--- config.mk ---
export PLATFORM = sky130hd
export DESIGN_NAME = usb_remote_wake_controller_top
export DESIGN_NICKNAME = d
export VERILOG_FILES = /design/src/hw/rtl/usbrw_pkg.sv /design/src/hw/rtl/usbrw_cfg_regs.sv /design/src/hw/rtl/usbrw_policy.sv /design/src/hw/rtl/usbrw_out_reg.sv /design/src/hw/rtl/usb_remote_wake_controller_top.sv
export VERILOG_INCLUDE_DIRS = /design/src /design/src/hw/rtl
export SDC_FILE = /design/constraint.sdc
export NUM_CORES = 1
export LEC_CHECK = 0
export BUFFER_PORTS_ARGS = -buffer_cell sky130_fd_sc_hd__buf_2
export CORE_UTILIZATION = 35
export DETAILED_ROUTE_END_ITERATION = 8
export SYNTH_ARGS = -nofsm -noshare
export SYNTH_HDL_FRONTEND = slang
export SYNTH_SLANG_ARGS = --single-unit
--- constraint.sdc ---
create_clock -name clk -period 5.3 [get_ports clk]
set_clock_uncertainty 0.1 [all_clocks]
set_input_delay 0.53 -clock clk [delete_from_list [all_inputs] [get_ports clk]]
set_output_delay 0.53 -clock clk [all_outputs]
set_load 0.01 [all_outputs]
--- src/hw/rtl/usb_remote_wake_controller_top_defines.svh ---
// Assertion macros used by the remote-wake controller policy RTL.
// Stand-alone header; included by the files that carry assertions.
`ifndef USB_REMOTE_WAKE_CONTROLLER_TOP_DEFINES_SVH
`define USB_REMOTE_WAKE_CONTROLLER_TOP_DEFINES_SVH

// Same-cycle implication, disabled while reset is high.
`define USBRW_ASSERT_SAME(lbl, clk_s, rst_s, ante, cons, msg) \
  lbl: assert property (@(posedge clk_s) disable iff (rst_s) (ante) |-> (cons)) \
    else $error(msg);

// Next-cycle implication, disabled while reset is high.
`define USBRW_ASSERT_NEXT(lbl, clk_s, rst_s, ante, cons, msg) \
  lbl: assert property (@(posedge clk_s) disable iff (rst_s) (ante) |=> (cons)) \
    else $error(msg);

`endif

--- src/hw/rtl/usbrw_pkg.sv ---
// Package for the USB remote-wake controller: word types, codes and constants.
// No dependencies.
package usbrw_pkg;

  localparam int TIME_WIDTH_DEFAULT = 32;
  localparam logic [7:0] IDLE_DPAD = 8'h08;
  localparam logic [9:0] MIN_REPORT_LEN = 10'd10;
  localparam logic [31:0] DEFAULT_DELAY_US = 32'd5000000;

  typedef enum logic [2:0] {
    FN_TICK       = 3'd0,
    FN_SUSPEND    = 3'd1,
    FN_RESUME     = 3'd2,
    FN_CONNECT    = 3'd3,
    FN_DISCONNECT = 3'd4,
    FN_REPORT     = 3'd5,
    FN_TAKE       = 3'd6
  } func_t;

  typedef enum logic [1:0] {
    PH_IDLE      = 2'd0,
    PH_PENDING   = 2'd1,
    PH_REQUESTED = 2'd2,
    PH_DONE      = 2'd3
  } phase_t;

  typedef enum logic [1:0] {
    CFG_WAKE_ENABLE     = 2'd0,
    CFG_POWEROFF_DELAY  = 2'd1,
    CFG_REQUEST_TIMEOUT = 2'd2
  } cfg_reg_t;

  typedef struct packed {
    logic [2:0]  func;
    logic [31:0] now_us;
    logic [9:0]  report_len;
    logic [7:0]  dpad_byte;
    logic [7:0]  button_byte_a;
    logic [7:0]  button_byte_b;
    logic        wakeup_accepted;
  } in_word_t;

  typedef struct packed {
    logic       wake_request;
    logic       wake_forced;
    logic       power_off;
    logic       radio_wake_taken;
    logic       suspended_now;
    logic [1:0] wake_phase;
  } out_word_t;

  typedef struct packed {
    logic        wake_enable;
    logic [31:0] poweroff_delay_us;
    logic [31:0] request_timeout_us;
  } cfg_t;

endpackage

--- src/hw/rtl/usbrw_cfg_regs.sv ---
// Configuration register file of the remote-wake controller.
// Depends on usbrw_pkg.
module usbrw_cfg_regs (
  input  logic             clk,
  input  logic             rst,
  input  logic             cfg_valid,
  output logic             cfg_ready,
  input  logic [1:0]       cfg_index,
  input  logic [31:0]      cfg_data,
  output usbrw_pkg::cfg_t  cfg
);
  import usbrw_pkg::*;

  assign cfg_ready = 1'b1;

  always_ff @(posedge clk) begin
    if (rst) begin
      cfg.wake_enable        <= 1'b1;
      cfg.poweroff_delay_us  <= DEFAULT_DELAY_US;
      cfg.request_timeout_us <= DEFAULT_DELAY_US;
    end else if (cfg_valid && cfg_ready) begin
      case (cfg_index)
        CFG_WAKE_ENABLE:     cfg.wake_enable        <= cfg_data[0];
        CFG_POWEROFF_DELAY:  cfg.poweroff_delay_us  <= cfg_data;
        CFG_REQUEST_TIMEOUT: cfg.request_timeout_us <= cfg_data;
        default: ;
      endcase
    end
  end

endmodule

--- src/hw/rtl/usbrw_policy.sv ---
// Wake policy: state registers and the single-pass next-state logic.
// Depends on usbrw_pkg and usb_remote_wake_controller_top_defines.svh.
`include "usb_remote_wake_controller_top_defines.svh"

module usbrw_policy #(
  parameter int TIME_WIDTH = usbrw_pkg::TIME_WIDTH_DEFAULT
) (
  input  logic                 clk,
  input  logic                 rst,
  input  logic                 fire,
  input  usbrw_pkg::in_word_t  item,
  input  usbrw_pkg::cfg_t      cfg,
  output usbrw_pkg::out_word_t res
);
  import usbrw_pkg::*;

  // Compare width covers both the time difference and the 32-bit limits.
  localparam int CW = (TIME_WIDTH > 32) ? TIME_WIDTH : 32;

  phase_t                phase, phase_next;
  logic                  host_is_suspended, host_is_suspended_next;
  logic                  host_has_resumed, host_has_resumed_next;
  logic [TIME_WIDTH-1:0] phase_start, phase_start_next;
  logic [TIME_WIDTH-1:0] suspend_start, suspend_start_next;
  logic                  powered_off, powered_off_next;
  logic                  radio_wake_owed, radio_wake_owed_next;
  logic [7:0]            last_dpad, last_dpad_next;
  logic [7:0]            last_buttons_a, last_buttons_a_next;
  logic [7:0]            last_buttons_b, last_buttons_b_next;

  logic [TIME_WIDTH-1:0] now_t;
  logic [TIME_WIDTH-1:0] since_suspend;
  logic [TIME_WIDTH-1:0] since_phase;
  logic                  poweroff_due;
  logic                  timed_out;
  logic                  armable;
  logic                  changed;
  logic                  req, forced, poff, taken;

  assign now_t         = TIME_WIDTH'(item.now_us);
  assign since_suspend = now_t - suspend_start;
  assign since_phase   = now_t - phase_start;
  assign poweroff_due  = CW'(since_suspend) >= CW'(cfg.poweroff_delay_us);
  assign timed_out     = CW'(since_phase) > CW'(cfg.request_timeout_us);
  assign armable       = (phase != PH_REQUESTED);
  assign changed       = (item.dpad_byte != last_dpad) ||
                         (item.button_byte_a != last_buttons_a) ||
                         (item.button_byte_b != last_buttons_b);

  always_comb begin
    phase_next             = phase;
    host_is_suspended_next = host_is_suspended;
    host_has_resumed_next  = host_has_resumed;
    phase_start_next       = phase_start;
    suspend_start_next     = suspend_start;
    powered_off_next       = powered_off;
    radio_wake_owed_next   = radio_wake_owed;
    last_dpad_next         = last_dpad;
    last_buttons_a_next    = last_buttons_a;
    last_buttons_b_next    = last_buttons_b;
    req    = 1'b0;
    forced = 1'b0;
    poff   = 1'b0;
    taken  = 1'b0;

    case (item.func)
      FN_TICK: begin
        if (host_is_suspended && !powered_off && poweroff_due) begin
          powered_off_next = 1'b1;
          poff             = 1'b1;
        end
        case (phase)
          PH_PENDING: begin
            if (!host_is_suspended) begin
              phase_next       = PH_DONE;
              phase_start_next = now_t;
            end
          end
          PH_REQUESTED: begin
            if (host_has_resumed || !host_is_suspended || timed_out) begin
              phase_next       = PH_DONE;
              phase_start_next = now_t;
            end
          end
          default: ;
        endcase
      end
      FN_SUSPEND: begin
        host_is_suspended_next = 1'b1;
        host_has_resumed_next  = 1'b0;
        suspend_start_next     = now_t;
        powered_off_next       = 1'b0;
        phase_next             = PH_PENDING;
        phase_start_next       = now_t;
        last_dpad_next         = IDLE_DPAD;
        last_buttons_a_next    = '0;
        last_buttons_b_next    = '0;
      end
      FN_RESUME: begin
        if (powered_off) radio_wake_owed_next = 1'b1;
        host_is_suspended_next = 1'b0;
        host_has_resumed_next  = 1'b1;
        suspend_start_next     = '0;
        powered_off_next       = 1'b0;
      end
      FN_CONNECT: begin
        // A wake is only ever asked while suspended, so a refusal forces it.
        if (host_is_suspended && armable && cfg.wake_enable) begin
          req              = 1'b1;
          forced           = !item.wakeup_accepted;
          phase_next       = PH_REQUESTED;
          phase_start_next = now_t;
        end
      end
      FN_DISCONNECT: begin
        phase_next          = PH_IDLE;
        last_dpad_next      = IDLE_DPAD;
        last_buttons_a_next = '0;
        last_buttons_b_next = '0;
      end
      FN_REPORT: begin
        if (item.report_len >= MIN_REPORT_LEN) begin
          last_dpad_next      = item.dpad_byte;
          last_buttons_a_next = item.button_byte_a;
          last_buttons_b_next = item.button_byte_b;
          if (changed && armable && host_is_suspended && cfg.wake_enable) begin
            req              = 1'b1;
            forced           = !item.wakeup_accepted;
            phase_next       = PH_REQUESTED;
            phase_start_next = now_t;
          end
        end
      end
      FN_TAKE: begin
        if (radio_wake_owed && !host_is_suspended) begin
          radio_wake_owed_next = 1'b0;
          taken                = 1'b1;
        end
      end
      default: ;
    endcase

    res.wake_request     = req;
    res.wake_forced      = forced;
    res.power_off        = poff;
    res.radio_wake_taken = taken;
    res.suspended_now    = host_is_suspended_next;
    res.wake_phase       = phase_next;
  end

  always_ff @(posedge clk) begin
    if (rst) begin
      phase             <= PH_IDLE;
      host_is_suspended <= 1'b0;
      host_has_resumed  <= 1'b0;
      phase_start       <= '0;
      suspend_start     <= '0;
      powered_off       <= 1'b0;
      radio_wake_owed   <= 1'b0;
      last_dpad         <= IDLE_DPAD;
      last_buttons_a    <= '0;
      last_buttons_b    <= '0;
    end else if (fire) begin
      phase             <= phase_next;
      host_is_suspended <= host_is_suspended_next;
      host_has_resumed  <= host_has_resumed_next;
      phase_start       <= phase_start_next;
      suspend_start     <= suspend_start_next;
      powered_off       <= powered_off_next;
      radio_wake_owed   <= radio_wake_owed_next;
      last_dpad         <= last_dpad_next;
      last_buttons_a    <= last_buttons_a_next;
      last_buttons_b    <= last_buttons_b_next;
    end
  end

  `USBRW_ASSERT_NEXT(a_poweroff_latched, clk, rst, fire && res.power_off,
                     powered_off, "power-off pulse did not latch the powered-off flag")
  `USBRW_ASSERT_NEXT(a_request_phase, clk, rst, fire && res.wake_request,
                     phase == PH_REQUESTED && host_is_suspended,
                     "wake request did not enter the requested phase")
  `USBRW_ASSERT_NEXT(a_take_clears, clk, rst, fire && res.radio_wake_taken,
                     !radio_wake_owed, "taken radio wake is still owed")
  `USBRW_ASSERT_SAME(a_forced_needs_request, clk, rst, fire && res.wake_forced,
                     res.wake_request && !item.wakeup_accepted,
                     "forced wake without a refused request")

endmodule

--- src/hw/rtl/usbrw_out_reg.sv ---
// Result register with valid/ready hand-off to the consumer.
// Depends on usbrw_pkg.
module usbrw_out_reg (
  input  logic                 clk,
  input  logic                 rst,
  input  logic                 load,
  input  usbrw_pkg::out_word_t load_data,
  output logic                 free,
  output logic                 out_valid,
  input  logic                 out_ready,
  output usbrw_pkg::out_word_t out_data
);
  import usbrw_pkg::*;

  assign free = !out_valid || out_ready;

  always_ff @(posedge clk) begin
    if (rst) begin
      out_valid <= 1'b0;
    end else if (load) begin
      out_valid <= 1'b1;
    end else if (out_ready) begin
      out_valid <= 1'b0;
    end
  end

  always_ff @(posedge clk) begin
    if (load) begin
      out_data <= load_data;
    end
  end

endmodule

--- src/hw/rtl/usb_remote_wake_controller_top.sv ---
// Top level of the USB remote-wake controller: input register, policy, result register.
// Depends on usbrw_pkg, usbrw_cfg_regs, usbrw_policy and usbrw_out_reg.
//
//   channel  | direction | handshake            | word
//   ---------+-----------+----------------------+--------------------------------
//   in       | input     | in_valid / in_ready  | in_data (in_word_t), one event
//   out      | output    | out_valid / out_ready| out_data (out_word_t), one result
//   cfg      | input     | cfg_valid / cfg_ready| cfg_index, cfg_data
//
// Every accepted word yields exactly one result word: it waits in the input register,
// where the policy logic evaluates it, and then moves on to the result register.
// Throughput is one word per cycle while out_ready stays high; the policy block
// updates its state as each word moves on to the result register.
// Reset is synchronous and active high; it empties both registers and returns the
// wake state and configuration to their defaults. cfg_ready is always high.
// When out_ready is low the result register holds its word; the input register
// still takes one more word, and in_ready drops only when both registers are full.

module usb_remote_wake_controller_top #(
  parameter int TIME_WIDTH = usbrw_pkg::TIME_WIDTH_DEFAULT
) (
  input  logic                 clk,
  input  logic                 rst,
  input  logic                 in_valid,
  output logic                 in_ready,
  input  usbrw_pkg::in_word_t  in_data,
  output logic                 out_valid,
  input  logic                 out_ready,
  output usbrw_pkg::out_word_t out_data,
  input  logic                 cfg_valid,
  output logic                 cfg_ready,
  input  logic [1:0]           cfg_index,
  input  logic [31:0]          cfg_data
);
  import usbrw_pkg::*;

  // Input register: holds the event that the policy is working on.
  logic      item_valid;
  in_word_t  item;
  logic      out_free;
  logic      advance;
  cfg_t      cfg;
  out_word_t res;

  // The event moves on, and the state commits, when the result register can take it.
  assign advance  = item_valid && out_free;
  assign in_ready = !item_valid || advance;

  always_ff @(posedge clk) begin
    if (rst) begin
      item_valid <= 1'b0;
    end else if (in_valid && in_ready) begin
      item_valid <= 1'b1;
    end else if (advance) begin
      item_valid <= 1'b0;
    end
  end

  always_ff @(posedge clk) begin
    if (in_valid && in_ready) begin
      item <= in_data;
    end
  end

  usbrw_cfg_regs u_cfg (
    .clk       (clk),
    .rst       (rst),
    .cfg_valid (cfg_valid),
    .cfg_ready (cfg_ready),
    .cfg_index (cfg_index),
    .cfg_data  (cfg_data),
    .cfg       (cfg)
  );

  usbrw_policy #(
    .TIME_WIDTH (TIME_WIDTH)
  ) u_policy (
    .clk  (clk),
    .rst  (rst),
    .fire (advance),
    .item (item),
    .cfg  (cfg),
    .res  (res)
  );

  usbrw_out_reg u_out (
    .clk       (clk),
    .rst       (rst),
    .load      (advance),
    .load_data (res),
    .free      (out_free),
    .out_valid (out_valid),
    .out_ready (out_ready),
    .out_data  (out_data)
  );

endmodule

======== Yosys cells after proc, flatten, opt, wreduce, memory -nomap -nowiden ========
Cells that the tools add are included.
word-level totals
  register bits ........................... 238
  input bits .............................. 109
  output and inout port bits .............. 10
  word-level logic and storage cells ...... 138
operators by class
  add/sub/neg operators ................... 2
  order comparisons ....................... 3
  equal/unequal tests ..................... 23
  multiplexer cells ....................... 42
  reduce and logical (&&, ||, !) cells .... 40
operators by type and width
  kind                                                                    number
  32-bit 2-to-1 mux                                                       5
  32-bit one-hot mux with 2 select lines                                  2
  32-bit one-hot mux with 4 select lines                                  1
  32-bit subtractor                                                       2
  8-bit one-hot mux with 2 select lines                                   3
  32-bit >= comparator                                                    1
  32-bit greater-than comparator                                          1
  8-bit 2-to-1 mux                                                        3
  8-bit != test                                                           3
  1-bit 2-to-1 mux                                                        15
  2-bit by 1-bit != test with 1-bit output, second input constant         6
  1-bit one-hot mux with 2 select lines                                   6
  2-bit nonzero test                                                      6
  10-bit by 4-bit >= comparator with 1-bit output, second input constant  1
  1-bit logical AND                                                       10
  2-bit 2-to-1 mux                                                        5
  2-bit one-hot mux with 5 select lines                                   1
  3-bit == test, second input constant                                    3
  2-bit AND reduction                                                     4
  8-bit AND reduction                                                     1
  3-bit by 2-bit == test with 1-bit output, second input constant         2
  1-bit logical OR                                                        6
  3-bit by 2-bit != test with 1-bit output, second input constant         2
  3-bit AND reduction                                                     2
  other kinds (12)                                                        19

======== Longest topological paths before layout ========
Gate-level depths: netlist of run 1.
  depth in word-level cells ............... 9
  mapped depth ............................ 22

======== Hierarchy ========
A second synthesis of run 1 with hierarchy kept.
unflattened totals
  cells, all modules ...................... 1552
  area total of the unflattened synthesis .. 14330.0 sq um
modules (own cells, without submodules)
  module                          instances  cells an instance  area each (sq um)
  usbrw_policy                    1          1212               9225.1
  usbrw_cfg_regs                  1          253                2683.8
  usb_remote_wake_controller_top  1          76                 2164.6
  usbrw_out_reg                   1          11                 256.5

======== Least setup slack after synthesis of run 1 ========
OpenSTA, ideal clock, no wires.
  path type ............................... flip-flop to flip-flop
  start ................................... reg, netlist name item[35]
  end ..................................... reg u_policy.phase_start[10]
  library setup time ...................... 0.120 ns
  arrival time ............................ 4.597 ns
  data required time ...................... 5.080 ns
  slack ................................... 0.484 ns
  stages on the path, launching flop included .. 23
  period minus slack after synthesis ...... 4.816 ns
  cells stage by stage .................... edfxtp_1 -> inv_1 -> ha_1 -> inv_1 -> fa_1 -> a211oi_1 -> o21bai_1 -> a31o_2 -> a21oi_1 -> nand3_1 -> a31oi_1 -> o21bai_1 -> xor2_1 -> ha_1 -> nand2_1 -> nor4_2 -> nor3b_2 -> nand3_1 -> or3_1 -> a211oi_2 -> a31oi_2 -> buf_6 -> mux2i_1
between the ends
  cells in the longest elaborated chain, start to end .. 5
ends and longest elaborated chain
  item                                                       line                 source
  32-bit subtractor                                          usbrw_policy.sv:42   assign since_phase = now_t - phase_start;
  32-bit greater-than comparator                             usbrw_policy.sv:44   assign timed_out = CW'(since_phase) > CW'(cfg.request_timeout_us);
  1-bit logical OR                                           usbrw_policy.sv:80   if (host_has_resumed || !host_is_suspended || timed_out) begin
  3-bit by 2-bit != test with 1-bit output (no source line)  n/a
  8-bit AND reduction (no source line)                       n/a
  end signal, assigned                                       usbrw_policy.sv:167  phase_start <= phase_start_next;
  end, declared                                              usbrw_policy.sv:23   logic [TIME_WIDTH-1:0] phase_start, phase_start_next;
Every way passes these cells.
A chain may end at the register's enable or synchronous reset.

======== Worst setup path after layout of run 1 ========
  start ................................... reg, netlist name item[48]
  end ..................................... reg u_policy.phase_start[15]
between the ends
  cells in the longest elaborated chain, start to end .. 5
ends and longest elaborated chain
  item                                                       line
  32-bit subtractor                                          usbrw_policy.sv:42
  32-bit greater-than comparator                             usbrw_policy.sv:44
  1-bit logical OR                                           usbrw_policy.sv:80
  3-bit by 2-bit != test with 1-bit output (no source line)  n/a
  8-bit AND reduction (no source line)                       n/a
Every way passes these cells.

==> results of run 1 <==
==> worst max path at each step <==
stage / from / endpoint / slack (ns) / depth (start not counted)
finish: item[48] / u_policy.phase_start[15] / 0.32 / 20
global route: item[35] / u_policy.phase_start[0] / -0.02 / 23
CTS: item[35] / u_policy.phase_start[5] / 0.006 / 23
detailed placement: item[35] / u_policy.phase_start[5] / 0.04 / 23
global placement: item[35] / u_policy.phase_start[1] / 0.06 / 23
floorplan: item[35] / u_policy.phase_start[10] / 0.48 / 22
==> sequential cells by signal (all words and copies together) (netlist names), 2 cells and up <==
| signal | count |
|---|---|
| u_policy.last_dpad | 8 |
| u_cfg.cfg | 65 |
| u_policy.last_buttons_a | 8 |
| u_policy.phase | 2 |
| item | 69 |
| u_out.out_data | 7 |
| u_policy.phase_start | 32 |
| u_policy.last_buttons_b | 8 |
| u_policy.suspend_start | 32 |
==> metrics by stage <==
step / total power, W / hold slack [ns] / setup slack, ns / std cells
after global routing: 0.00506 / 0.0129 / -0.0239 / 2210
after global placement: 0.00280 / 0.342 / 0.0622 / 2150
after CTS: 0.00485 / 0.0128 / 0.00648 / 2202
after detailed placement: 0.00282 / 0.347 / 0.0381 / 2150
after floorplan: 0.00258 / 0.335 / 0.484 / 1569
final: 0.00481 / 0.0473 / 0.323 / 2211
==> power groups by stage <==
| stage | sequential, W | clock (W) | combinational (W) |
|---|---|---|---|
| 6_report | 0.00200 | 0.00200 | 0.000802 |
| 5_1_grt | 0.00201 | 0.00214 | 0.000910 |
| 4_1_cts | 0.00200 | 0.00207 | 0.000785 |
| 3_5_place_dp | 0.00204 | 0 | 0.000781 |
| 3_3_place_gp | 0.00204 | 0 | 0.000762 |
| 2_1_floorplan | 0.00202 | 0 | 0.000560 |
==> area by class of cell <==
cell class,instances,area share
Multi-Input combinational cell,1121,0.467
Sequential cell,237,0.345
Clock buffer,42,0.0550
Timing Repair Buffer,138,0.0507
Tap cell,511,0.0401
Inverter,150,0.0353
Clock inverter,10,0.00659
Antenna cell,2,0.000314
==> cell usage in the layout, fill, tap and decap left out, types with 24 or more instances in the layout <==
cell type,netlist,layout
a21o_1,24,24
a21oi_1,143,139
a22oi_1,33,33
buf_2,0,115
clkbuf_16,0,33
dfxtp_1,161,161
edfxtp_1,76,76
ha_1,129,123
inv_1,149,147
mux2i_1,36,36
nand2_1,253,253
nand3_1,40,40
nor2_1,95,95
o211ai_1,27,27
o21ai_0,50,49
xnor2_1,32,32
xor2_1,38,38
==> logic make-up after synthesis <==
logic type	count (synthesis)	share of synthesized area
flip-flops	237	0.404
other	1	0.000275
AO/OA/AOI/OAI	379	0.177
adder cells (fa/ha/maj)	131	0.121
XOR/XNOR	70	0.0450
multiplexers	36	0.0264
AND/OR/NAND/NOR	504	0.166
buffers and inverters	211	0.0600
==> metal layers <==
metal,track usage,routed length (µm),vias to the layer above
met5,0,43,-
met4,0.0538,949,8
met3,0.0373,1920,57
met2,0.267,14900,234
met1,0.242,16800,5203
li1,-,-,5729
==> what timing repair did <==
action / CTS / global route
gates resized for setup: 0 / 23
hold buffers: 0 / 0
buffers inserted: 0 / 5
setup endpoints to repair: 0 / 34
==> report_table.html, run 1 <==
<table>
<tr><th>Metric</th><th>Value</th></tr>
<tr><th colspan="2">GRT</th></tr>
<tr><td>Global route overflow</td><td>0</td></tr>
<tr><td>Wire length of the first global-routing pass</td><td>54,900 µm</td></tr>
<tr><td>Via count of the first global-routing pass</td><td>10,700</td></tr>
<tr><td>Combined global-route utilization of all metal layers</td><td>0.174</td></tr>
<tr><td>Initial antenna violation count</td><td>7</td></tr>
<tr><td>Largest net degree at the start of global routing</td><td>93</td></tr>
<tr><th colspan="2">Setup path</th></tr>
<tr><td>Flop2flop setup slack</td><td>0.32 ns</td></tr>
<tr><td>Worst reg-to-reg path cell count</td><td>20</td></tr>
<tr><td>List of cells traversed by the critical path</td><td>ha_4 &gt; a21oi_1 &gt; o21bai_1 &gt; a221o_1 &gt; a221o_1 &gt; o21ai_2 &gt; o21ai_1 &gt; a21oi_2 &gt; xnor2_1 &gt; ha_1 &gt; nand4_1 &gt; nor4_2 &gt; nor3b_2 &gt; nand3_1 &gt; or3_4 &gt; a211oi_2 &gt; buf_4 &gt; a31oi_4 &gt; clkbuf_16 &gt; mux2i_1</td></tr>
<tr><td>Crit path arrival time</td><td>5.31 ns</td></tr>
<tr><td>Max Fanout on Critical Path</td><td>8</td></tr>
<tr><td>CP Launch Type</td><td>flip-flop</td></tr>
<tr><td>Slowest cell on crit path</td><td>edfxtp_1</td></tr>
<tr><td>Cell type with the highest occurrence count on the critical path</td><td>a221o_1</td></tr>
<tr><td>Crit Reg-Reg Startpoint</td><td>item[48]</td></tr>
<tr><td>Max stage delay on crit path</td><td>0.51 ns</td></tr>
<tr><td>Crit path capture type</td><td>flip-flop</td></tr>
<tr><td>Critical path's top delay family</td><td>compound AO/OA/AOI/OAI gates</td></tr>
<tr><td>Terminus of the critical flop-to-flop path</td><td>u_policy.phase_start[15]</td></tr>
<tr><td>Startpoint-to-endpoint class of the critical path</td><td>reg -&gt; reg</td></tr>
<tr><td>Number of buffer and inverter instances along the worst setup path</td><td>2</td></tr>
<tr><td>Required @ worst endpoint</td><td>5.64 ns</td></tr>
<tr><th colspan="2">Power</th></tr>
<tr><td>Clock share of power</td><td>0.417</td></tr>
<tr><td>Max VDD drop</td><td>0.276 mV</td></tr>
<tr><td>Leakage dissipation</td><td>6.13 nW</td></tr>
<tr><td>Proportion of total power due to net switching</td><td>0.267</td></tr>
<tr><td>Net switching power</td><td>0.00129 W</td></tr>
<tr><td>Power Dens Cells</td><td>302 nW/µm²</td></tr>
<tr><td>Sequential share of power</td><td>0.416</td></tr>
<tr><td>Part of the total power dissipated in combinational logic</td><td>0.167</td></tr>
<tr><td>Design internal power</td><td>0.00352 W</td></tr>
<tr><th colspan="2">Timing</th></tr>
<tr><td>Total count of hold-check failures in the final report</td><td>0</td></tr>
<tr><td>Top achievable clock speed</td><td>201 MHz</td></tr>
<tr><td>Worst-Margin Slew</td><td>1.08 ns</td></tr>
<tr><td>Time the final worst path needs with I/O delays and setup</td><td>4.98 ns</td></tr>
<tr><td>Final-report max-slew violation count</td><td>0</td></tr>
<tr><td>Final worst-path cycle share</td><td>0.939</td></tr>
<tr><td>Setup violation total in the final timing report</td><td>0</td></tr>
<tr><td>Max_slew headroom</td><td>0.282</td></tr>
<tr><td>Total negative slack</td><td>0 ns</td></tr>
<tr><th colspan="2">Synthesis</th></tr>
<tr><td>Net count after synthesis</td><td>1,809</td></tr>
<tr><td>Number of synthesized flops with an enable pin</td><td>76</td></tr>
<tr><td>Area of the mapped netlist</td><td>13,600 µm²</td></tr>
<tr><td>Cell with the most instances after synthesis</td><td>nand2_1</td></tr>
<tr><td>Post-synth ARST share</td><td>0</td></tr>
<tr><td>Ranking of synthesized cells by area</td><td>dfxtp_1, edfxtp_1, ha_1</td></tr>
<tr><td>Register area share after synthesis</td><td>0.404</td></tr>
<tr><td>Number of storage elements in the synthesis netlist</td><td>237</td></tr>
<tr><td>Most used flip-flop cell after synthesis</td><td>dfxtp_1</td></tr>
<tr><td>Cell accounting for the most synthesized area</td><td>dfxtp_1</td></tr>
<tr><td>Synth cell count leaders</td><td>nand2_1, dfxtp_1, inv_1, a21oi_1, ha_1</td></tr>
<tr><td>YS warnings</td><td>0</td></tr>
<tr><td>Gate Count Post-Synth</td><td>1,569</td></tr>
<tr><td>Mapped Avg Cell Area</td><td>8.69 µm²</td></tr>
<tr><td>Synth unique cells</td><td>69</td></tr>
<tr><td>Share of the synthesized area in the top cell type</td><td>0.237</td></tr>
<tr><th colspan="2">Layout</th></tr>
<tr><td>Fin nets</td><td>1,916</td></tr>
<tr><td>Number of filler cells placed in the layout</td><td>3,849</td></tr>
<tr><td>Area delta synth-&gt;final</td><td>17.0%</td></tr>
<tr><td>Share of post-route cells with drive strength above 1</td><td>0.129</td></tr>
<tr><td>Final std cell area, no fill</td><td>15,900 µm²</td></tr>
<tr><td>Share of the core filled with cells</td><td>0.419</td></tr>
<tr><td>Area occupied by registers</td><td>5510 µm²</td></tr>
<tr><td>Footprint of the multi-input gates</td><td>7440 µm²</td></tr>
<tr><th colspan="2">Die</th></tr>
<tr><td>I/O pin count</td><td>119</td></tr>
<tr><td>Vert. Die Dim</td><td>199 µm</td></tr>
<tr><td>Area enclosed by the die boundary</td><td>39,700 µm²</td></tr>
<tr><td>Core outline area</td><td>38,000 µm²</td></tr>
<tr><td>Initial Util</td><td>0.358</td></tr>
<tr><td>Row count</td><td>71</td></tr>
<tr><td>Die boundary width</td><td>199 µm</td></tr>
<tr><th colspan="2">Worst hold path</th></tr>
<tr><td>Number of cells on the worst hold path</td><td>1</td></tr>
<tr><td>Hold Crit Class</td><td>in -&gt; reg</td></tr>
<tr><td>Terminating pin of the worst hold path</td><td>item[47]</td></tr>
<tr><td>Hold path start</td><td>in_data[47]</td></tr>
<tr><th colspan="2">CTS</th></tr>
<tr><td>Number of buffers created by CTS</td><td>28</td></tr>
<tr><td>Total clock sinks</td><td>237</td></tr>
<tr><td>Clock insertion delay at the later pin of the skew report</td><td>0.56 ns</td></tr>
<tr><td>Root Buffer</td><td>clkbuf_16</td></tr>
<tr><td>CTS H-Tree Depth</td><td>1</td></tr>
<tr><td>Clock edge transition at the registers on the reported setup and hold paths</td><td>0.06 ns</td></tr>
<tr><td>Number of buffers on the longest clock path</td><td>3</td></tr>
<tr><td>CTS tree</td><td>built</td></tr>
<tr><th colspan="2">Placed design</th></tr>
<tr><td>I/O Buffers</td><td>116</td></tr>
<tr><td>HPWL after detailed placement</td><td>25,500 µm</td></tr>
<tr><td>Post-detailed-placement cell area</td><td>14,800 µm²</td></tr>
<tr><td>Global placer's final weighted congestion</td><td>0.880</td></tr>
<tr><th colspan="2">Route</th></tr>
<tr><td>Remaining routing DRC violations</td><td>0</td></tr>
<tr><td>Routed via count divided by cell count</td><td>5.08</td></tr>
<tr><td>Routed length per placed instance</td><td>15.6 µm</td></tr>
<tr><td>Length of the first detailed-routing pass in iterations</td><td>6</td></tr>
<tr><td>Vias after detailed routing</td><td>11,200</td></tr>
<tr><td>Wire length after detailed routing</td><td>34,600 µm</td></tr>
<tr><td>Final ANT Viol Nets</td><td>0</td></tr>
<tr><td>Number of DRC violations after detailed-routing iteration 0</td><td>603</td></tr>
<tr><th colspan="2">Outcome</th></tr>
<tr><td>Outcome</td><td>finished clean</td></tr>
<tr><th colspan="2">Job</th></tr>
<tr><td>Max-Cap Viols</td><td>0</td></tr>
</table>
Note: power is estimated with default switching activity, not from simulation.
==> inputs of run 2 (changes only) <==
CORE_MARGIN = 5   (was not set)
TNS_END_PERCENT = 100   (was not set)
==> report_table.html, run 2 (synthesized netlist as in run 1, its figures left out) <==
<table>
<tr><th>Metric</th><th>Value</th></tr>
<tr><th colspan="2">CTS</th></tr>
<tr><td>Number of buffers created by CTS</td><td>27 (-3.6%)</td></tr>
<tr><td>Clock edge transition at the registers on the reported setup and hold paths</td><td>0.06 ns (about the same)</td></tr>
<tr><td>CTS H-Tree Depth</td><td>1 (unchanged)</td></tr>
<tr><td>Clock insertion delay at the later pin of the skew report</td><td>0.57 ns (about the same)</td></tr>
<tr><td>Root Buffer</td><td>clkbuf_16</td></tr>
<tr><td>Number of buffers on the longest clock path</td><td>3 (unchanged)</td></tr>
<tr><td>Total clock sinks</td><td>237 (unchanged)</td></tr>
<tr><td>CTS tree</td><td>built</td></tr>
<tr><th colspan="2">Timing</th></tr>
<tr><td>Final-report max-slew violation count</td><td>0 (unchanged)</td></tr>
<tr><td>Total count of hold-check failures in the final report</td><td>0 (unchanged)</td></tr>
<tr><td>Final worst-path cycle share</td><td>0.953 (+0.0136)</td></tr>
<tr><td>Final critical-path setup slack</td><td>0.251 ns (-0.0719 ns)</td></tr>
<tr><td>Top achievable clock speed</td><td>198 MHz (-1.4%)</td></tr>
<tr><td>Time the final worst path needs with I/O delays and setup</td><td>5.05 ns (+0.0719 ns)</td></tr>
<tr><td>Worst-Margin Slew</td><td>1.05 ns (-0.0270 ns)</td></tr>
<tr><td>Max_slew headroom</td><td>0.298 (+0.0159)</td></tr>
<tr><td>Setup violation total in the final timing report</td><td>0 (unchanged)</td></tr>
<tr><th colspan="2">Layout</th></tr>
<tr><td>Share of post-route cells with drive strength above 1</td><td>0.120 (-0.00900)</td></tr>
<tr><td>Flip-flop count of the largest register after layout</td><td>69 (unchanged)</td></tr>
<tr><td>Largest registers</td><td>item x69, u_cfg.cfg x65</td></tr>
<tr><td>Leading cell types in the layout, fill and taps excluded</td><td>nand2_1, dfxtp_1, inv_1</td></tr>
<tr><td>Fin nets</td><td>1,912 (-0.21%)</td></tr>
<tr><td>Most common library cell in the layout ignoring fill and taps</td><td>nand2_1</td></tr>
<tr><td>Top reg by flops</td><td>item</td></tr>
<tr><td>Area delta synth-&gt;final</td><td>16.2%</td></tr>
<tr><th colspan="2">Die</th></tr>
<tr><td>Initial Util</td><td>0.353 (-0.00498)</td></tr>
<tr><td>Row count</td><td>72 (+1.4%)</td></tr>
<tr><td>I/O pin count</td><td>119 (unchanged)</td></tr>
<tr><td>Die boundary width</td><td>207 µm (+4.0%)</td></tr>
<tr><td>Area enclosed by the die boundary</td><td>43,000 µm² (+8.2%)</td></tr>
<tr><td>Core outline area</td><td>38,600 µm² (+1.4%)</td></tr>
<tr><td>Vert. Die Dim</td><td>207 µm (+4.0%)</td></tr>
<tr><th colspan="2">Setup path</th></tr>
<tr><td>Critical path's top delay family</td><td>compound AO/OA/AOI/OAI gates</td></tr>
<tr><td>Number of buffer and inverter instances along the worst setup path</td><td>4 (+2)</td></tr>
<tr><td>Startpoint-to-endpoint class of the critical path</td><td>reg -&gt; reg</td></tr>
<tr><td>Crit path capture type</td><td>flip-flop</td></tr>
<tr><td>Flop2flop setup slack</td><td>0.25 ns (-0.07 ns)</td></tr>
<tr><td>CP Launch Type</td><td>flip-flop</td></tr>
<tr><td>List of cells traversed by the critical path</td><td>inv_2 &gt; ha_1 &gt; inv_1 &gt; fa_2 &gt; a211oi_2 &gt; o21bai_1 &gt; a311oi_2 &gt; nor3_2 &gt; o21ai_2 &gt; o21ai_0 &gt; a21oi_1 &gt; xnor2_1 &gt; ha_1 &gt; nand4_1 &gt; nor4_2 &gt; nor3b_2 &gt; nand3_1 &gt; or3_1 &gt; a211oi_2 &gt; buf_4 &gt; a31oi_4 &gt; buf_12 &gt; mux2i_2</td></tr>
<tr><td>Required @ worst endpoint</td><td>5.62 ns (-0.02 ns)</td></tr>
<tr><td>Max Fanout on Critical Path</td><td>8 (unchanged)</td></tr>
<tr><td>Crit path arrival time</td><td>5.37 ns (+0.06 ns)</td></tr>
<tr><td>Slowest cell on crit path</td><td>edfxtp_1</td></tr>
<tr><td>Max stage delay on crit path</td><td>0.42 ns (-0.09 ns)</td></tr>
<tr><th colspan="2">Route</th></tr>
<tr><td>Number of DRC violations after detailed-routing iteration 0</td><td>658 (+9.1%)</td></tr>
<tr><td>Remaining routing DRC violations</td><td>0 (unchanged)</td></tr>
<tr><td>Wire length after detailed routing</td><td>35,200 µm (+2.0%)</td></tr>
<tr><td>Routed via count divided by cell count</td><td>5.13 (+0.98%)</td></tr>
<tr><td>Length of the first detailed-routing pass in iterations</td><td>5 (-1)</td></tr>
<tr><td>Routed length per placed instance</td><td>15.9 µm (+2.0%)</td></tr>
<tr><td>Vias after detailed routing</td><td>11,300 (+0.98%)</td></tr>
<tr><td>Final ANT Viol Nets</td><td>0 (unchanged)</td></tr>
<tr><th colspan="2">Power</th></tr>
<tr><td>Power Dens Cells</td><td>304 nW/µm² (+0.87%)</td></tr>
<tr><td>Max VDD drop</td><td>0.220 mV (-21%)</td></tr>
<tr><td>Leakage dissipation</td><td>6.09 nW (-0.62%)</td></tr>
<tr><td>Overall power</td><td>0.00482 W (+0.19%)</td></tr>
<tr><th colspan="2">Worst hold path</th></tr>
<tr><td>Hold Crit Class</td><td>in -&gt; reg</td></tr>
<tr><th colspan="2">Job</th></tr>
<tr><td>Max-Cap Viols</td><td>0 (unchanged)</td></tr>
<tr><th colspan="2">Placed design</th></tr>
<tr><td>I/O Buffers</td><td>116 (unchanged)</td></tr>
<tr><td>Post-placement worst setup slack</td><td>0.0675 ns (+0.0294 ns)</td></tr>
<tr><td>HPWL after detailed placement</td><td>26,000 µm (+1.9%)</td></tr>
<tr><td>Global placer's final weighted congestion</td><td>0.853 (-3.1%)</td></tr>
<tr><th colspan="2">GRT</th></tr>
<tr><td>Via count of the first global-routing pass</td><td>10,900 (+1.5%)</td></tr>
<tr><td>Largest net degree at the start of global routing</td><td>88 (-5.4%)</td></tr>
<tr><td>Wire length of the first global-routing pass</td><td>56,400 µm (+2.9%)</td></tr>
<tr><td>Initial antenna violation count</td><td>8 (+1)</td></tr>
<tr><td>Global route overflow</td><td>0 (unchanged)</td></tr>
<tr><td>Combined global-route utilization of all metal layers</td><td>0.156 (-0.0181)</td></tr>
<tr><th colspan="2">Outcome</th></tr>
<tr><td>Outcome</td><td>finished clean</td></tr>
</table>
run 2: changes by cell type in the layout (fill, tap and decap cells not counted), moves of 2 or more:
cell	previous run	this run
clkbuf_8	6	4
clkinv_1	1	3
ha_4	4	0
ha_1	123	127
buf_4	19	16
a21oi_2	4	2
a21oi_1	139	141
clkinv_2	6	3
run 2: where the power goes:
part / internal [W] / total, W / leakage, nW / switching [W]
clock network: 0.00126 / 0.00202 / 0.482 / 0.000766
logic: 0.000332 / 0.000796 / 3.56 / 0.000464
registers: 0.00195 / 0.00200 / 2.05 / 0.0000540
total: 0.00354 / 0.00482 / 6.09 / 0.00128
run 2: final timing paths:
path                           startpoint  depth (start not counted)                       end
setup reg to reg                 item[35]                         23  u_policy.phase_start[10]
hold reg to reg   u_policy.phase_start[2]                          2   u_policy.phase_start[2]
setup / recovery                 item[35]                         23  u_policy.phase_start[10]
hold / removal                in_data[53]                          1                  item[53]
run 2: through the flow:
stage | hold slack (ns) | cells | util | setup TNS, ns | area (µm²)
4_1_cts | 0.00506 | 2206 | 0.408 | 0 | 15700
3_3_place_gp | 0.342 | 2157 | 0.383 | 0 | 14800
6_report | 0.0380 | 2211 | 0.411 | 0 | 15800
5_1_grt | 0.00138 | 2210 | 0.411 | -0.163 | 15800
3_5_place_dp | 0.346 | 2157 | 0.383 | 0 | 14800
2_1_floorplan | 0.335 | 1569 | - | 0 | 13600
run 2: per-layer routing:
layer	share of wire	vias up	track usage	routed length, µm
met3	0.057	55	0.0337	2000
met5	0.0026	-	0	91
met4	0.016	14	0.0324	570
met2	0.44	275	0.247	15600
met1	0.48	5286	0.221	17000
li1	-	5711	-	-
run 2: repair_timing:
| action | CTS | global route |
|---|---|---|
| hold endpoints to repair | 0 | 1 |
| gates cloned | 0 | 1 |
| setup endpoints to repair | 14 | 34 |
| hold buffers | 0 | 1 |
| buffers inserted | 0 | 2 |
| pin swaps | 0 | 8 |
| resized for setup | 1 | 12 |
run 2: cell type report:
cell class	instances	area (µm²)
fill	3911	22700
tap	518	648
sequential	237	5510
multi-input combinational	1121	7380
clock buffer	40	853
timing repair buffer	135	771
antenna	1	2.50
inverter	150	563
clock inverter	9	121
run 2: worst reg2reg max path, delay by kind of cell (launching register included):
family,cells,cell delay [ns]
XOR/XNOR,1,0.09
adder cells (fa/ha/maj),3,0.82
flip-flops,1,0.42
buffers and inverters,4,0.53
AO/OA/AOI/OAI,8,1.54
multiplexers,1,0.15
AND/OR/NAND/NOR,6,1.31
==> inputs of run 3 (changes only) <==
PLACE_DENSITY = 0.63   (was not set)
clock period = 6.2 ns   (was 5.3 ns; I/O delays follow)
==> report_table.html, run 3 (synthesized netlist as in run 1, its figures left out) <==
<table>
<tr><th>Metric</th><th>Value</th></tr>
<tr><th colspan="2">CTS</th></tr>
<tr><td>Postcts setup bufs</td><td>0 (unchanged)</td></tr>
<tr><td>Clock edge transition at the registers on the reported setup and hold paths</td><td>0.06 ns (about the same)</td></tr>
<tr><td>Resized cells post-CTS</td><td>0 (-1)</td></tr>
<tr><td>Post-CTS Hold Buffers</td><td>0 (unchanged)</td></tr>
<tr><td>CTS H-Tree Depth</td><td>1 (unchanged)</td></tr>
<tr><td>Number of buffers on the longest clock path</td><td>3 (unchanged)</td></tr>
<tr><td>CTS tree</td><td>built</td></tr>
<tr><td>Number of buffers created by CTS</td><td>28 (+3.7%)</td></tr>
<tr><td>Root Buffer</td><td>clkbuf_16</td></tr>
<tr><td>Clock insertion delay at the later pin of the skew report</td><td>0.56 ns (about the same)</td></tr>
<tr><td>Total clock sinks</td><td>237 (unchanged)</td></tr>
<tr><th colspan="2">Placed design</th></tr>
<tr><td>Post-Place Cells</td><td>2,151 (-0.28%)</td></tr>
<tr><td>Global placer's final weighted congestion</td><td>0.879 (+3.1%)</td></tr>
<tr><td>Post-placement worst setup slack</td><td>0.559 ns (+0.492 ns)</td></tr>
<tr><td>HPWL after detailed placement</td><td>25,400 µm (-2.3%)</td></tr>
<tr><td>I/O Buffers</td><td>116 (unchanged)</td></tr>
<tr><th colspan="2">Layout</th></tr>
<tr><td>Fin nets</td><td>1,903 (-0.47%)</td></tr>
<tr><td>Largest registers</td><td>item x69, u_cfg.cfg x65</td></tr>
<tr><td>Most common library cell in the layout ignoring fill and taps</td><td>nand2_1</td></tr>
<tr><td>Final std cells w/o fill</td><td>2,204 (-0.32%)</td></tr>
<tr><td>Area delta synth-&gt;final</td><td>14.8%</td></tr>
<tr><td>Top reg by flops</td><td>item</td></tr>
<tr><td>Leading cell types in the layout, fill and taps excluded</td><td>nand2_1, dfxtp_1, inv_1</td></tr>
<tr><td>Share of post-route cells with drive strength above 1</td><td>0.107 (-0.0126)</td></tr>
<tr><td>Flip-flop count of the largest register after layout</td><td>69 (unchanged)</td></tr>
<tr><th colspan="2">GRT</th></tr>
<tr><td>Combined global-route utilization of all metal layers</td><td>0.153 (-0.00276)</td></tr>
<tr><td>Wire length of the first global-routing pass</td><td>55,500 µm (-1.6%)</td></tr>
<tr><td>Largest net degree at the start of global routing</td><td>91 (+3.4%)</td></tr>
<tr><td>Initial antenna violation count</td><td>8 (unchanged)</td></tr>
<tr><td>Global route overflow</td><td>0 (unchanged)</td></tr>
<tr><td>Via count of the first global-routing pass</td><td>10,800 (-0.77%)</td></tr>
<tr><th colspan="2">Setup path</th></tr>
<tr><td>Crit path arrival time</td><td>5.97 ns (+0.60 ns)</td></tr>
<tr><td>Slowest cell on crit path</td><td>or3_1</td></tr>
<tr><td>Max Fanout on Critical Path</td><td>32 (+24)</td></tr>
<tr><td>Required @ worst endpoint</td><td>6.50 ns (+0.88 ns)</td></tr>
<tr><td>Terminus of the critical flop-to-flop path</td><td>u_policy.phase_start[1]</td></tr>
<tr><td>Worst reg-to-reg path cell count</td><td>22 (-4.3%)</td></tr>
<tr><td>Startpoint-to-endpoint class of the critical path</td><td>reg -&gt; reg</td></tr>
<tr><td>List of cells traversed by the critical path</td><td>inv_1 &gt; ha_1 &gt; inv_1 &gt; fa_1 &gt; a211oi_1 &gt; o21bai_1 &gt; a31o_2 &gt; a21oi_1 &gt; nand3_1 &gt; a31oi_1 &gt; o21bai_1 &gt; xor2_1 &gt; ha_1 &gt; nand2_1 &gt; nor4_2 &gt; nor3b_2 &gt; nand3_1 &gt; or3_1 &gt; a211oi_2 &gt; a31oi_4 &gt; buf_4 &gt; mux2i_1</td></tr>
<tr><td>Number of buffer and inverter instances along the worst setup path</td><td>3 (-1)</td></tr>
<tr><td>CP Launch Type</td><td>flip-flop</td></tr>
<tr><td>Crit path capture type</td><td>flip-flop</td></tr>
<tr><td>Max stage delay on crit path</td><td>0.46 ns (+0.04 ns)</td></tr>
<tr><td>Flop2flop setup slack</td><td>0.53 ns (+0.28 ns)</td></tr>
<tr><td>Crit Reg-Reg Startpoint</td><td>item[35]</td></tr>
<tr><td>Critical path's top delay family</td><td>compound AO/OA/AOI/OAI gates</td></tr>
<tr><th colspan="2">Timing</th></tr>
<tr><td>RSZ-0062 raised after global routing</td><td>no</td></tr>
<tr><td>Total negative slack</td><td>0 ns (unchanged)</td></tr>
<tr><td>Setup violation total in the final timing report</td><td>0 (unchanged)</td></tr>
<tr><td>Final worst-path cycle share</td><td>0.914 (-0.0383)</td></tr>
<tr><td>Fin Hold WS</td><td>0.140 ns (+0.102 ns)</td></tr>
<tr><td>Total count of hold-check failures in the final report</td><td>0 (unchanged)</td></tr>
<tr><td>Worst-Margin Slew</td><td>1.08 ns (+0.0295 ns)</td></tr>
<tr><td>Time the final worst path needs with I/O delays and setup</td><td>5.67 ns (+0.620 ns)</td></tr>
<tr><td>Final-report max-slew violation count</td><td>0 (unchanged)</td></tr>
<tr><td>Max_slew headroom</td><td>0.278 (-0.0197)</td></tr>
<tr><td>Final critical-path setup slack</td><td>0.531 ns (+0.280 ns)</td></tr>
<tr><td>Top achievable clock speed</td><td>176 MHz (-11%)</td></tr>
<tr><th colspan="2">Route</th></tr>
<tr><td>Remaining routing DRC violations</td><td>0 (unchanged)</td></tr>
<tr><td>Routed length per placed instance</td><td>15.5 µm (-2.9%)</td></tr>
<tr><td>Length of the first detailed-routing pass in iterations</td><td>5 (unchanged)</td></tr>
<tr><td>Vias after detailed routing</td><td>11,200 (-1.3%)</td></tr>
<tr><td>Number of DRC violations after detailed-routing iteration 0</td><td>594 (-9.7%)</td></tr>
<tr><td>Wire length after detailed routing</td><td>34,100 µm (-3.2%)</td></tr>
<tr><td>Routed via count divided by cell count</td><td>5.08 (-0.94%)</td></tr>
<tr><td>Final ANT Viol Nets</td><td>0 (unchanged)</td></tr>
<tr><th colspan="2">Worst hold path</th></tr>
<tr><td>Hold Crit Class</td><td>in -&gt; reg</td></tr>
<tr><td>Terminating pin of the worst hold path</td><td>item[61]</td></tr>
<tr><td>Number of cells on the worst hold path</td><td>1 (unchanged)</td></tr>
<tr><td>Hold path start</td><td>in_data[61]</td></tr>
<tr><th colspan="2">Power</th></tr>
<tr><td>Power Dens Cells</td><td>261 nW/µm² (-14%)</td></tr>
<tr><td>Part of the total power dissipated in combinational logic</td><td>0.162 (-0.003)</td></tr>
<tr><td>Net switching power</td><td>0.00110 W (-14%)</td></tr>
<tr><td>Max VDD drop</td><td>0.226 mV (+2.8%)</td></tr>
<tr><td>Clock share of power</td><td>0.419 (about the same)</td></tr>
<tr><td>Leakage dissipation</td><td>6.01 nW (-1.2%)</td></tr>
<tr><td>Design internal power</td><td>0.00298 W (-16%)</td></tr>
<tr><td>Overall power</td><td>0.00408 W (-15%)</td></tr>
<tr><td>Sequential share of power</td><td>0.419 (+0.004)</td></tr>
<tr><td>Proportion of total power due to net switching</td><td>0.269 (+0.00288)</td></tr>
<tr><th colspan="2">Die</th></tr>
<tr><td>I/O pin count</td><td>119 (unchanged)</td></tr>
<tr><td>Die boundary width</td><td>207 µm (unchanged)</td></tr>
<tr><td>Area enclosed by the die boundary</td><td>43,000 µm² (unchanged)</td></tr>
<tr><td>Initial Util</td><td>0.353 (unchanged)</td></tr>
<tr><td>Core outline area</td><td>38,600 µm² (unchanged)</td></tr>
<tr><td>Row count</td><td>72 (unchanged)</td></tr>
<tr><td>Vert. Die Dim</td><td>207 µm (unchanged)</td></tr>
<tr><th colspan="2">Outcome</th></tr>
<tr><td>Outcome</td><td>finished clean</td></tr>
<tr><th colspan="2">Job</th></tr>
<tr><td>Max-Cap Viols</td><td>0 (unchanged)</td></tr>
</table>
-- run 3: power by group through the flow --
stage / Combinational, W / Sequential, W / Clock [W]
floorplan: 0.000479 / 0.00173 / 0
CTS: 0.000661 / 0.00171 / 0.00176
global route: 0.000747 / 0.00172 / 0.00182
detailed placement: 0.000657 / 0.00174 / 0
finish: 0.000662 / 0.00171 / 0.00171
global placement: 0.000639 / 0.00174 / 0
-- run 3: metal layers --
layer  up-vias  wire, µm  global-route usage
li1       5702         -                   -
met1      5170     16400               0.218
met2       268     15000               0.244
met3        45      2130              0.0314
met4        14       534              0.0296
met5         -        70                   0
-- run 3: final cells by class --
class	instances	area [µm²]
flip-flops and latches	237	5510
clock buffers	41	822
fillers	3917	22900
multi-input cells	1121	7320
diodes	1	2.50
repair buffers	125	651
inverters	150	563
clock inverters	11	140
well taps	518	648
-- run 3: worst max-delay path by stage --
stage / start / endpoint / depth (start not counted)
after CTS: item[35] / u_policy.phase_start[1] / 22
after global routing: item[35] / u_policy.phase_start[4] / 22
after floorplan: item[35] / u_policy.phase_start[10] / 22
after global placement: item[35] / u_policy.phase_start[2] / 22
final: item[35] / u_policy.phase_start[1] / 22
after detailed placement: item[35] / u_policy.phase_start[0] / 22
-- run 3: per-stage QoR --
step | utilization | cell area, µm²
after floorplan | - | 13600
final | 0.406 | 15700
after CTS | 0.406 | 15600
after global placement | 0.381 | 14700
after global routing | 0.406 | 15600
after detailed placement | 0.381 | 14700
